File: config.mk
export PLATFORM = sky130hd
export DESIGN_NAME = circular_deque
export DESIGN_NICKNAME = d
export VERILOG_FILES = /design/src/rtl/core/cdq_pkg.sv /design/src/rtl/core/cdq_ram.sv /design/src/rtl/core/cdq_ctrl.sv /design/src/rtl/core/circular_deque.sv
export SDC_FILE = /design/constraint.sdc
export NUM_CORES = 1
export LEC_CHECK = 0
export ABC_AREA = 1
export BUFFER_PORTS_ARGS = -buffer_cell sky130_fd_sc_hd__buf_2
export CORE_AREA = 2 2 172 258
export DETAILED_ROUTE_END_ITERATION = 10
export DIE_AREA = 0 0 174 260
export SYNTH_ARGS = -nofsm -noshare
export SYNTH_HDL_FRONTEND = slang
export SYNTH_SLANG_ARGS = --single-unit
File: constraint.sdc
create_clock -name clk -period 3.19 [get_ports clk]
set_input_delay 0.319 -clock clk [delete_from_list [all_inputs] [get_ports clk]]
set_output_delay 0.319 -clock clk [all_outputs]
set_load 0.05 [all_outputs]
File: src/rtl/core/cdq_pkg.sv
`timescale 1ns / 1ps
`default_nettype none

package cdq_pkg;

  localparam int VALUE_W = 32;
  localparam int FUNC_W  = 3;
  localparam int STAT_W  = 2;
  localparam int OCC_W   = 4;

  typedef enum logic [FUNC_W-1:0] {
    OP_PUSH_FRONT = 3'd0,
    OP_PUSH_REAR  = 3'd1,
    OP_POP_FRONT  = 3'd2,
    OP_POP_REAR   = 3'd3,
    OP_PEEK_FRONT = 3'd4,
    OP_PEEK_REAR  = 3'd5
  } op_t;

  typedef enum logic [STAT_W-1:0] {
    ST_OK    = 2'd0,
    ST_FULL  = 2'd1,
    ST_EMPTY = 2'd2
  } status_t;

  typedef enum logic {
    S_IDLE,
    S_READ
  } state_t;

  // Commands from the controller to the output register.
  typedef struct packed {
    logic             load;  // capture status and occupancy, clear data
    logic             show;  // result is complete now, raise valid
    logic             fill;  // memory read data is ready, capture it and raise valid
    status_t          status;
    logic [OCC_W-1:0] occ;
  } rslt_t;

endpackage

`default_nettype wire

File: src/rtl/core/cdq_ram.sv
`timescale 1ns / 1ps
`default_nettype none

module cdq_ram #(
  parameter int DEPTH      = 8,
  parameter int DATA_WIDTH = 32
) (
  input  wire logic                     clk,
  input  wire logic                     we,
  input  wire logic [$clog2(DEPTH)-1:0] waddr,
  input  wire logic [DATA_WIDTH-1:0]    wdata,
  input  wire logic                     re,
  input  wire logic [$clog2(DEPTH)-1:0] raddr,
  output logic      [DATA_WIDTH-1:0]    rdata
);

  logic [DATA_WIDTH-1:0] mem_r [DEPTH];
  logic [DATA_WIDTH-1:0] rdata_r;

  always_ff @(posedge clk) begin
    if (we) begin
      mem_r[waddr] <= wdata;
    end
  end

  always_ff @(posedge clk) begin
    if (re) begin
      rdata_r <= mem_r[raddr];
    end
  end

  assign rdata = rdata_r;

endmodule

`default_nettype wire

File: src/rtl/core/cdq_ctrl.sv
`timescale 1ns / 1ps
`default_nettype none

module cdq_ctrl
  import cdq_pkg::*;
#(
  parameter int DEPTH      = 8,
  parameter int DATA_WIDTH = 32
) (
  input  wire logic                     clk,
  input  wire logic                     rst_n,
  input  wire logic                     in_valid,
  input  wire logic [FUNC_W-1:0]        in_func,
  input  wire logic [VALUE_W-1:0]       in_value,
  input  wire logic                     out_free,
  output logic                          in_ready,
  output rslt_t                         rslt,
  output logic                          ram_we,
  output logic      [$clog2(DEPTH)-1:0] ram_waddr,
  output logic      [DATA_WIDTH-1:0]    ram_wdata,
  output logic                          ram_re,
  output logic      [$clog2(DEPTH)-1:0] ram_raddr
);

  localparam int IW   = $clog2(DEPTH);
  localparam int CW   = $clog2(DEPTH + 1);
  localparam int EW   = (DATA_WIDTH > VALUE_W) ? DATA_WIDTH : VALUE_W;
  localparam int OCCX = (CW > OCC_W) ? CW : OCC_W;
  localparam logic [IW-1:0] LAST_IDX = IW'(DEPTH - 1);
  localparam logic [CW-1:0] FULL_CNT = CW'(DEPTH);

  state_t        state_r, state_nxt;
  logic [IW-1:0] head_r, head_nxt;
  logic [IW-1:0] tail_r, tail_nxt;
  logic [CW-1:0] count_r, count_nxt;

  logic          accept;
  logic          rd_issue;
  logic          empty;
  logic          full;
  logic [IW-1:0] head_prev, head_next, tail_prev, tail_next;
  logic [EW-1:0] value_ext;
  logic [OCCX-1:0] occ_ext;
  status_t       status;

  assign accept    = in_valid && in_ready;
  assign empty     = (count_r == '0);
  assign full      = (count_r == FULL_CNT);
  assign head_prev = (head_r == '0) ? LAST_IDX : head_r - 1'b1;
  assign head_next = (head_r == LAST_IDX) ? '0 : head_r + 1'b1;
  assign tail_prev = (tail_r == '0) ? LAST_IDX : tail_r - 1'b1;
  assign tail_next = (tail_r == LAST_IDX) ? '0 : tail_r + 1'b1;
  assign value_ext = EW'(in_value);
  assign occ_ext   = OCCX'(count_nxt);

  // Indexes and count move at the accept edge. A push writes the memory at
  // that edge; a later read is always issued at a later edge, so it sees the
  // written entry without forwarding.
  always_comb begin
    head_nxt  = head_r;
    tail_nxt  = tail_r;
    count_nxt = count_r;
    status    = ST_OK;
    rd_issue  = 1'b0;
    ram_we    = 1'b0;
    ram_waddr = tail_r;
    ram_wdata = value_ext[DATA_WIDTH-1:0];
    ram_re    = 1'b0;
    ram_raddr = head_r;
    if (accept) begin
      unique case (in_func)
        OP_PUSH_FRONT: begin
          if (full) begin
            status = ST_FULL;
          end else begin
            ram_we    = 1'b1;
            ram_waddr = head_prev;
            head_nxt  = head_prev;
            count_nxt = count_r + 1'b1;
          end
        end
        OP_PUSH_REAR: begin
          if (full) begin
            status = ST_FULL;
          end else begin
            ram_we    = 1'b1;
            ram_waddr = tail_r;
            tail_nxt  = tail_next;
            count_nxt = count_r + 1'b1;
          end
        end
        OP_POP_FRONT: begin
          if (empty) begin
            status = ST_EMPTY;
          end else begin
            rd_issue  = 1'b1;
            ram_re    = 1'b1;
            ram_raddr = head_r;
            head_nxt  = head_next;
            count_nxt = count_r - 1'b1;
          end
        end
        OP_POP_REAR: begin
          if (empty) begin
            status = ST_EMPTY;
          end else begin
            rd_issue  = 1'b1;
            ram_re    = 1'b1;
            ram_raddr = tail_prev;
            tail_nxt  = tail_prev;
            count_nxt = count_r - 1'b1;
          end
        end
        OP_PEEK_FRONT: begin
          if (empty) begin
            status = ST_EMPTY;
          end else begin
            rd_issue  = 1'b1;
            ram_re    = 1'b1;
            ram_raddr = head_r;
          end
        end
        OP_PEEK_REAR: begin
          if (empty) begin
            status = ST_EMPTY;
          end else begin
            rd_issue  = 1'b1;
            ram_re    = 1'b1;
            ram_raddr = tail_prev;
          end
        end
        default: begin
          status = ST_OK;
        end
      endcase
    end
  end

  always_comb begin
    state_nxt = state_r;
    unique case (state_r)
      S_IDLE: begin
        if (accept && rd_issue) begin
          state_nxt = S_READ;
        end
      end
      S_READ: begin
        state_nxt = S_IDLE;
      end
      default: begin
        state_nxt = S_IDLE;
      end
    endcase
  end

  always_comb begin
    in_ready    = 1'b0;
    rslt.fill   = 1'b0;
    unique case (state_r)
      S_IDLE: begin
        in_ready = out_free;
      end
      S_READ: begin
        rslt.fill = 1'b1;
      end
      default: begin
        in_ready = 1'b0;
      end
    endcase
    rslt.load   = accept;
    rslt.show   = accept && !rd_issue;
    rslt.status = status;
    rslt.occ    = occ_ext[OCC_W-1:0];
  end

  always_ff @(posedge clk) begin
    if (!rst_n) begin
      state_r <= S_IDLE;
      head_r  <= '0;
      tail_r  <= '0;
      count_r <= '0;
    end else begin
      state_r <= state_nxt;
      head_r  <= head_nxt;
      tail_r  <= tail_nxt;
      count_r <= count_nxt;
    end
  end

endmodule

`default_nettype wire

File: src/rtl/core/circular_deque.sv
// Double-ended queue of DEPTH elements held in a circular memory.
// Input channel (in_valid/in_ready): one beat carries an operation in_func
// (push front, push rear, pop front, pop rear, peek front, peek rear) and
// an element in_value used only by pushes. Codes 6 and 7 do nothing.
// Result channel (out_valid/out_ready): one beat per input beat, carrying
// out_data (popped or peeked element, else zero), out_status (ok, full,
// empty) and out_occupancy (element count after the operation).
// A push, a rejected operation or an unused code shows its result in the
// cycle after acceptance; a pop or peek that reaches the memory shows it
// after its registered memory read, and no beat is taken during that read.
// Throughput: one push per cycle while the receiver takes each result.
// A new beat is taken once the previous result is in the output register
// and that register is empty or being taken in the same cycle; while the
// receiver stalls, the result holds and in_ready stays low.
// Reset empties the deque (indexes and count to zero) and drops any pending
// result; the memory contents are not cleared and need no clearing pass.
`timescale 1ns / 1ps
`default_nettype none

module circular_deque
  import cdq_pkg::*;
#(
  parameter int DEPTH      = 8,
  parameter int DATA_WIDTH = 32
) (
  input  wire logic                      clk,
  input  wire logic                      rst_n,
  input  wire logic                      in_valid,
  output logic                           in_ready,
  input  wire logic        [FUNC_W-1:0]  in_func,
  input  wire logic signed [VALUE_W-1:0] in_value,
  output logic                           out_valid,
  input  wire logic                      out_ready,
  output logic signed      [VALUE_W-1:0] out_data,
  output logic             [STAT_W-1:0]  out_status,
  output logic             [OCC_W-1:0]   out_occupancy
);

  localparam int IW = $clog2(DEPTH);
  localparam int EW = (DATA_WIDTH > VALUE_W) ? DATA_WIDTH : VALUE_W;

  rslt_t                 rslt;
  logic                  out_free;
  logic                  ram_we;
  logic [IW-1:0]         ram_waddr;
  logic [DATA_WIDTH-1:0] ram_wdata;
  logic                  ram_re;
  logic [IW-1:0]         ram_raddr;
  logic [DATA_WIDTH-1:0] ram_rdata;
  logic [EW-1:0]         rdata_ext;

  logic                  out_valid_r;
  logic [VALUE_W-1:0]    out_data_r;
  logic [STAT_W-1:0]     out_status_r;
  logic [OCC_W-1:0]      out_occ_r;

  assign out_free  = !out_valid_r || out_ready;
  assign rdata_ext = EW'(ram_rdata);

  cdq_ctrl #(
    .DEPTH      (DEPTH),
    .DATA_WIDTH (DATA_WIDTH)
  ) u_ctrl (
    .clk       (clk),
    .rst_n     (rst_n),
    .in_valid  (in_valid),
    .in_func   (in_func),
    .in_value  (in_value),
    .out_free  (out_free),
    .in_ready  (in_ready),
    .rslt      (rslt),
    .ram_we    (ram_we),
    .ram_waddr (ram_waddr),
    .ram_wdata (ram_wdata),
    .ram_re    (ram_re),
    .ram_raddr (ram_raddr)
  );

  cdq_ram #(
    .DEPTH      (DEPTH),
    .DATA_WIDTH (DATA_WIDTH)
  ) u_ram (
    .clk   (clk),
    .we    (ram_we),
    .waddr (ram_waddr),
    .wdata (ram_wdata),
    .re    (ram_re),
    .raddr (ram_raddr),
    .rdata (ram_rdata)
  );

  always_ff @(posedge clk) begin
    if (!rst_n) begin
      out_valid_r <= 1'b0;
    end else if (rslt.show || rslt.fill) begin
      out_valid_r <= 1'b1;
    end else if (out_ready) begin
      out_valid_r <= 1'b0;
    end
  end

  always_ff @(posedge clk) begin
    if (rslt.load) begin
      out_status_r <= rslt.status;
      out_occ_r    <= rslt.occ;
      out_data_r   <= '0;
    end
    if (rslt.fill) begin
      out_data_r <= rdata_ext[VALUE_W-1:0];
    end
  end

  assign out_valid     = out_valid_r;
  assign out_data      = out_data_r;
  assign out_status    = out_status_r;
  assign out_occupancy = out_occ_r;

endmodule

`default_nettype wire

==> results of run 1 <==
[flip-flops by register name, summed over array words and instances, names as in the netlist]
name,count
out_data,32
out_occupancy,4
out_status,2
out_valid,1
u_ctrl.count_r,4
u_ctrl.head_r,3
u_ctrl.state_r,1
u_ctrl.tail_r,3
u_ram.mem_r,256
u_ram.rdata,32
[timing repair]
action	CTS	global route
endpoints found under the hold margin	8	0
hold buffers	1	0
setup endpoints to repair	0	0
[cells in the mapped netlist (all sizes together)]
| cell | instances | area [µm²] |
|---|---|---|
| clkbuf | 16 | 60.1 |
| xor2 | 4 | 35.0 |
| nand2 | 331 | 1250 |
| edfxtp | 326 | 9790 |
| xnor2 | 1 | 8.76 |
| o211ai | 1 | 7.51 |
| a22oi | 1 | 7.51 |
| nand4 | 2 | 18.8 |
| nand3b | 32 | 240 |
| nor2 | 20 | 90.1 |
| inv | 290 | 1090 |
| nand3 | 267 | 1350 |
| o21ai | 22 | 136 |
| nor3 | 1 | 5.00 |
| a31oi | 4 | 25.0 |
| o221ai | 1 | 8.76 |
| ha | 10 | 125 |
| buf | 50 | 320 |
| dfxtp | 12 | 240 |
| a21oi | 11 | 55.1 |
[power breakdown]
part	total (mW)	switching, mW	internal [mW]
clock	3.70	1.60	2.10
sequential	5.00	0.0278	4.97
combinational	0.763	0.571	0.193
total	9.46	2.20	7.26
[final cells by class]
class	instances	area (µm²)
Clock buffer	38	802
Fill cell	4168	25800
Antenna cell	1	2.50
Timing Repair Buffer	104	776
Tap cell	570	713
Clock inverter	17	191
Sequential cell	338	10000
Inverter	290	1090
Multi-Input combinational cell	708	3460
[per-stage QoR]
| step | std cells | total power, mW | TNS (ns) |
|---|---|---|---|
| 2_1_floorplan | 1402 | 5.60 | -97.48 |
| 3_3_place_gp | 2009 | 5.85 | 0 |
| 3_5_place_dp | 2009 | 5.86 | 0 |
| 4_1_cts | 2065 | 9.57 | 0 |
| 5_1_grt | 2066 | 9.77 | 0 |
| 6_report | 2066 | 9.46 | 0 |
[final timing paths]
kind	start	to	depth (start not counted)
setup / recovery	u_ctrl.count_r[0]	u_ram.mem_r[0][17]	10
hold / removal	in_value[30]	u_ram.mem_r[4][30]	1
setup reg to reg	u_ctrl.count_r[0]	u_ram.mem_r[0][17]	10
hold reg to reg	u_ram.rdata[8]	out_data[8]	2
[cell families (layout without fill, tap and decap cells)]
family / count (synthesis) / count (layout) / share of synthesized area [%]
AND/OR/NAND/NOR: 653 / 653 / 19.9
buffers and inverters: 356 / 449 / 9.88
flip-flops: 338 / 338 / 67.5
AO/OA/AOI/OAI: 40 / 40 / 1.62
adder cells (fa/ha/maj): 10 / 10 / 0.842
XOR/XNOR: 5 / 5 / 0.295
other: 0 / 1 / 0
[routing by layer]
layer	up-vias	routed length, µm
met2	310	18500
met5	-	30
li1	4722	-
met1	4653	13900
met4	4	1300
met3	87	1990
==> results.md, run 1 <==
* Power Density at about 550 mW/mm²
* Final hold vios at 0
* Worst Skew at roughly 0.011 ns
* Overall routing resource usage at between 10% and 20%
* Crit-path most repeated cell: nand2_1
* Layer with the highest usage: met2
* Ports at about 80
* Buf/Inv on CP at 2
* Clock Tree Root: clkbuf_16
* DR vias at slightly below 10k
* Setup WS pre-CTS at approximately 0.51 ns
* Reg-to-reg slack, setup at 0.48 ns
* CTS tree: built
* GPL Wtd Cong at approximately 0.84
* Chip height at 260 µm
* Crit path launch type: flop
* Final WL at 35,700 µm
* Clk pin slew, worst setup/hold paths at around 0.07 ns
* Syn. warnings at 0
* Pleak at about 7.4 nW
* DR DRC count at 0
* CP max FO at 25
* HP Class: primary input to flop
* Initial DRC Count at 590
* Row count at just over 90
* CTS resizes at 0
* DR vias/cell at 4.73
* Final setup violation count at 0
* VDD IR max at 0.000389 V
* Most frequent cells in the layout: nand2_1 (327), edfxtp_1 (326), inv_1 (287), nand3_1 (265), buf_2 (78)
* Detail Route Antenna Nets at 0
* Buffers on Ports at 78
* Post-Synthesis Cells at 1,402
* Largest stage delay on the critical path at 0.37 ns
* Area after DPL at ~0.016 mm²
* H-Tree Depth at 1
* Register area share after synthesis at between 60 and 70%
* Hold slack at 0.0267 ns
* Post-layout nets at ~1.5k
* Mapped cell area at ~0.015 mm²
* Initial antenna violation count at 3
* Synth cell types at 32
* Crit-path cells: inv_1 -> ha_1 -> nand3_1 -> nand2_1 -> nor2_1 -> nand2_1 -> o21ai_0 -> nand2_1 -> nor2_4 -> buf_12
* Family with the most delay on the worst path: simple AND/OR/NAND/NOR gates
* M1 GR Usage at between 10% and 20%
* Postcts setup bufs at 0
* GR Layer Usage met3 at 2.18%
* RSZ-0062 raised after global routing: false
* Critical path type: flop to flop
* Syn Area/Cell at 10.6 µm²
* Worst rel slew slack at a little under two fifths
* Clock buffer count from CTS at 30
* Peak Freq at ~370 MHz
* Maximum clock path buffer count at 3
* Arr. time, crit path at slightly below 3 ns
* Minimum clock period at around 2.7 ns
* CTS Sinks at ~340
* Final Cycle Share at between 80 and 90%
* Starting Density at about a third
* DIE WIDTH at 174 µm
* Routed wire per std cell at between 15 and 20 µm
* Seq cells post-synth at ~340
* Finished Core Util at around two fifths
* CP max-delay cell: dfxtp_1
* Final instance area at roughly 0.017 mm²
* Vias in the first global route at 9,856
* Largest net degree at the start of global routing at 76
* Status: finished clean
* Most common cell after layout, fill and taps aside: nand2_1
* CP endpoint kind: flop
* DP HPWL at 19,300 µm
* Worst Tran Pin Value at roughly 0.93 ns
* Share of cells above drive strength 1 at between 10 and 15%
* First-pass GRT wire length at 54,900 µm
* Synthesized Nets at roughly 1.5k
* Grt total ovfl at 0
* Die area at 0.0452 mm²
* Met2 Use GR at roughly 29%
* Clock latency on the worst-skew pair at approximately 0.57 ns
* Synthesis-to-layout area growth at 14.8%
* Count of pins over their slew limit at 0
* Core ar. at 0.0428 mm²
* Required time of the critical path at 3.45 ns
* Final setup margin at between 0.4 and 0.5 ns
* Max Cap Viol at 0
* Drt pass-1 iters at 5
Power figures use the tool's default switching activity.
==> run 2, diff against run 1 <==
==> constraint.sdc (replaced) <==
create_clock -name clk -period 2.74 [get_ports clk]
set_input_delay 0.274 -clock clk [delete_from_list [all_inputs] [get_ports clk]]
set_output_delay 0.274 -clock clk [all_outputs]
set_load 0.05 [all_outputs]
==> results.md, run 2 (synthesized netlist as in run 1, its figures left out) <==
* Largest register FFs at around 260
* CP max FO at 16
* Arr. time, crit path at roughly 2.8 ns
* DIE WIDTH at 174 µm
* Buffers on Ports at 78
* Minimum clock period at 2.56 ns
* Final instance area at 0.0178 mm²
* Overall routing resource usage at 15.3%
* Initial antenna violation count at 1
* Pleak at around 7.7 nW
* Starting Density at 34.7%
* Synthesis-to-layout area growth at 19.5%
* Net Sw Power at about 2.6 mW
* Clock Tree Root: clkbuf_16
* Detail Route Antenna Nets at 0
* Required time of the critical path at roughly 3 ns
* Switching share of power at a little under a quarter
* Crit path launch type: flop
* Worst Skew at about 0.017 ns
* Initial DRC Count at around 560
* DP HPWL at around 21,000 µm
* Reg-to-reg slack, setup at 0.18 ns
* Pint at approximately 8.5 mW
* Combinational Power Share at under 10%
* Drt pass-1 iters at 5
* CTS Sinks at approximately 340
* Vias in the first global route at just over 10k
* HP Class: primary input to flop
* Power share of the clock group at between 30% and 40%
* First-pass GRT wire length at 54,600 µm
* Clock latency on the worst-skew pair at 0.57 ns
* Share of cells above drive strength 1 at 14.9%
* Clk pin slew, worst setup/hold paths at ~0.070 ns
* Status: finished clean
* Post-layout nets at ~1.6k
* Clock buffer count from CTS at 31
* Core ar. at between 0.04 and 0.05 mm²
* Worst Hold Depth at 1
* Worst rel slew slack at about 57%
* FILL cells at just over 4k
* Part of the power in registers at between 50 and 60%
* Final cell count without fillers at 2,136
* GPL Wtd Cong at between 0.8 and 0.9
* Peak Freq at roughly 390 MHz
* R2R depth at 10
* Cells after DPL at 2,049
* Chip height at 260 µm
* Count of pins over their slew limit at 0
* Most common cell after layout, fill and taps aside: edfxtp_1
* CP endpoint kind: flop
* Final setup violation count at 0
* DR vias/cell at about 4.7
* Routed wire per std cell at between 15 and 20 µm
* CTS tree: built
* Final WL at between 30,000 and 40,000 µm
* Row count at 93
* Final Cycle Share at between 90% and 100%
* Most frequent cells in the layout: edfxtp_1 (326), nand2_1 (325), inv_1 (285), nand3_1 (264), buf_2 (78)
* Ports at 79
* Area after DPL at 0.0164 mm²
* Largest net degree at the start of global routing at 65
* Final hold vios at 0
* Max Cap Viol at 0
* Die area at around 0.045 mm²
* Power Density at between 600 and 700 mW/mm²
* Largest reg by FF count: u_ram.mem_r
* VDD IR max at between 0.0004 and 0.0005 V
* Grt total ovfl at 0
* Critical path type: flop to flop
* Worst Tran Pin Value at 0.636 ns
* H-Tree Depth at 1
* DR vias at approximately 10k
* Maximum clock path buffer count at 3
* DR DRC count at 0
* RSZ-0062 raised after global routing: false
==> run 2: path summary, 6_finish.rpt <==
path	startpoint	endpoint
hold reg to reg	u_ram.rdata[25]	out_data[25]
hold / removal	in_value[19]	u_ram.mem_r[3][19]
setup / recovery	u_ctrl.count_r[0]	u_ram.mem_r[6][25]
setup reg to reg	u_ctrl.count_r[0]	u_ram.mem_r[6][25]
==> run 2: area by class of cell <==
| type | count | area, µm² | share of cell area [%] |
|---|---|---|---|
| Tap cell | 570 | 713 | 4.01 |
| Clock inverter | 22 | 220 | 1.24 |
| Antenna cell | 2 | 5.00 | 0.0282 |
| Sequential cell | 338 | 10000 | 56.5 |
| Inverter | 290 | 1100 | 6.17 |
| Timing Repair Buffer | 172 | 1440 | 8.08 |
| Multi-Input combinational cell | 709 | 3480 | 19.6 |
| Clock buffer | 33 | 783 | 4.41 |
==> run 2: repair_timing <==
item / 4_1_cts / 5_1_grt
hold buffers: 19 / 0
pin swaps: 1 / 4
gates resized for setup: 3 / 6
endpoints found under the setup margin: 34 / 227
endpoints found under the hold margin: 130 / 0
buffers inserted: 0 / 10
gates cloned: 1 / 0
==> run 2: routing by layer <==
| metal | vias up | GRT usage, % | routed length [µm] |
|---|---|---|---|
| met1 | 4861 | 17.2 | 13700 |
| met2 | 237 | 29.2 | 18700 |
| li1 | 4865 | - | - |
| met5 | - | 0 | 0 |
| met4 | 0 | 6.09 | 1010 |
| met3 | 68 | 2.03 | 1600 |
==> run 2: metrics by stage <==
stage	hold slack (ns)	worst slack, ns	setup TNS (ns)	power, mW	utilization [%]
6_report	0.0169	0.185	0	11.1	41.5
5_1_grt	0.000353	0.00496	0	11.5	41.5
4_1_cts	0.000896	0.0398	0	11.2	41.2
3_5_place_dp	0.488	-0.247	-7.71	6.88	38.4
3_3_place_gp	0.485	-0.166	-5.11	6.87	38.4
2_1_floorplan	0.373	0.000588	0	6.53	-
==> run 2: power by group through the flow <==
stage | sequential (mW) | combinational [mW] | clock, mW
after detailed placement | 5.92 | 0.954 | 0
after CTS | 5.81 | 0.983 | 4.42
after floorplan | 6.09 | 0.437 | 0
after global placement | 5.92 | 0.944 | 0
final | 5.81 | 0.977 | 4.30
after global routing | 5.82 | 1.07 | 4.59
==> run 2: critical path, cell delays in order, from the launching register on <==
cell and delay (ns):
dfxtp_1 0.33, inv_1 0.08, ha_1 0.22, nand3_1 0.11, nand2_1 0.12, nor2_2 0.16, nand2_1 0.12, buf_4 0.15
o21ai_0 0.13, nand2_1 0.19, nor2_4 0.55
==> run 3, diff against run 2 <==
--- a/config.mk
+++ b/config.mk
@@ -10,6 +10,7 @@
 export CORE_AREA = 2 2 172 258
 export DETAILED_ROUTE_END_ITERATION = 10
 export DIE_AREA = 0 0 174 260
+export RECOVER_POWER = 25
 export SYNTH_ARGS = -nofsm -noshare
 export SYNTH_HDL_FRONTEND = slang
 export SYNTH_SLANG_ARGS = --single-unit
==> results.md, run 3 (synthesized netlist as in run 1, its figures left out) <==
* Status: finished clean
* Clock Tree Root: clkbuf_16
* Reg-to-reg slack, setup at around 0.19 ns
* Worst setup path start: u_ctrl.count_r[0]
* Max Cap Viol at 0
* Drt pass-1 iters at 6
* CP endpoint kind: flop
* CTS Sinks at approximately 340
* Crit path launch type: flop
* Fin Setup TNS at 0 ns
* Largest net degree at the start of global routing at 65
* Arr. time, crit path at 2.80 ns
* CTS tree: built
* Worst Hold Depth at 1
* Most common cell after layout, fill and taps aside: edfxtp_1
* Minimum clock period at 2.55 ns
* Post-layout nets at roughly 1.6k
* VDD IR max at 0.000463 V
* Worst Tran Pin Value at approximately 0.63 ns
* Final WL at 35,000 µm
* GPL Wtd Cong at 0.821
* Final Cycle Share at between 90% and 100%
* Core ar. at between 0.04 and 0.05 mm²
* Row count at 93
* DR vias/cell at roughly 4.7
* Final hold vios at 0
* Detail Route Antenna Nets at 0
* CP max FO at 22
* Critical R2R Capture: u_ram.mem_r[4][15]
* Largest reg by FF count: u_ram.mem_r
* Pleak at approximately 7.7 nW
* R2R depth at 12
* Synthesis-to-layout area growth at 19.3%
* Final setup margin at 0.191 ns
* Final cell count without fillers at between 2k and 2.5k
* Area after DPL at between 0.015 and 0.02 mm²
* DR DRC count at 0
* Count of pins over their slew limit at 0
* Clock buffer count from CTS at 31
* Grt total ovfl at 0
* DP HPWL at approximately 21,000 µm
* Worst rel slew slack at between 50 and 60%
* DR vias at between 10k and 15k
* Initial DRC Count at between 500 and 600
* Vias in the first global route at 10.2k
* First-pass GRT wire length at between 50,000 and 60,000 µm
* Chip height at approximately 260 µm
* Crit path to: u_ram.mem_r[4][15]
* Finished Core Util at between 40 and 50%
* RSZ-0062 raised after global routing: false
* Peak Freq at a little under 400 MHz
* Power Density at about 630 mW/mm²
* Share of cells above drive strength 1 at between 10% and 20%
* DIE WIDTH at around 170 µm
* HP Class: primary input to flop
* Worst Skew at 0.0174 ns
* Routed wire per std cell at 16.4 µm
* Starting Density at between 30% and 40%
* Initial antenna violation count at 1
* Cells after DPL at between 2k and 2.5k
* Overall routing resource usage at 15.3%
* Required time of the critical path at ~3.0 ns
* Most frequent cells in the layout: edfxtp_1 (326), nand2_1 (325), inv_1 (285), nand3_1 (264), buf_2 (55)
* Buffers on Ports at 78
* Critical path type: flop to flop
* Clock latency on the worst-skew pair at between 0.5 and 0.6 ns
* Final instance area at between 0.015 and 0.02 mm²
* Maximum clock path buffer count at 3
* Ports at 79
* FILL cells at 4,131
* Largest register FFs at between 200 and 300
* Final setup violation count at 0
* Tot Pwr at 11.1 mW
* Setup WS pre-CTS at -0.247 ns
* Clk pin slew, worst setup/hold paths at roughly 0.07 ns
* R2r startpoint: u_ctrl.count_r[0]
* H-Tree Depth at 1
* Die area at 0.0452 mm²
* Hold slack at roughly 0.10 ns
[run 3: changes by cell type in the layout (fill, tap and decap cells not counted), sizes merged]
cell	change
buf	-23
clkbuf	+23
diode	-1
[run 3: final cells by class]
type | instances | area, µm² | area share, %
clock inverters | 22 | 220 | 1.24
well taps | 570 | 713 | 4.02
multi-input cells | 709 | 3480 | 19.6
inverters | 290 | 1100 | 6.18
flip-flops and latches | 338 | 10000 | 56.6
diodes | 1 | 2.50 | 0.0141
clock buffers | 33 | 783 | 4.42
repair buffers | 172 | 1410 | 7.93
[run 3: worst min-delay path by stage]
stage | from | endpoint
CTS | in_value[6] | u_ram.mem_r[4][6]
global placement | u_ram.rdata[27] | out_data[27]
floorplan | in_value[0] | u_ram.mem_r[0][0]
finish | in_value[27] | u_ram.mem_r[3][27]
global route | in_value[27] | u_ram.mem_r[3][27]
detailed placement | u_ram.rdata[29] | out_data[29]
[run 3: routing by layer]
metal | global-route usage (%) | vias up | part of all wire [%]
li1 | - | 4867 | -
met1 | 17.2 | 4842 | 38
met2 | 29.2 | 264 | 54
met3 | 2.03 | 61 | 5.3
met4 | 6.09 | 0 | 2.7
met5 | 0 | - | 0
[run 3: repair_timing]
item | 4_1_cts | 5_1_grt
hold buffers | 19 | 0
pin swaps | 1 | 4
gates cloned | 1 | 0
endpoints found under the setup margin | 34 | 227
gates resized for setup | 3 | 6
setup buffers | 0 | 10
hold endpoints to repair | 130 | 0
[run 3: power by group]
group / leakage (nW) / total (mW) / internal (mW) / switching [mW]
registers: 3.08 / 5.81 / 5.79 / 0.0251
clock network: 0.485 / 4.31 / 2.44 / 1.86
logic: 4.10 / 0.971 / 0.279 / 0.693
[run 3: worst max-delay path, cell delays in order (launching register included)]
cell and delay, ns:
dfxtp_1 0.33, inv_1 0.08, ha_1 0.22, nand3_1 0.11
nand2_1 0.12, nor2_2 0.16, nand2_1 0.12, buf_4 0.15
o21ai_0 0.13, nand2_1 0.19, buf_4 0.23, nor2_4 0.15
buf_12 0.21
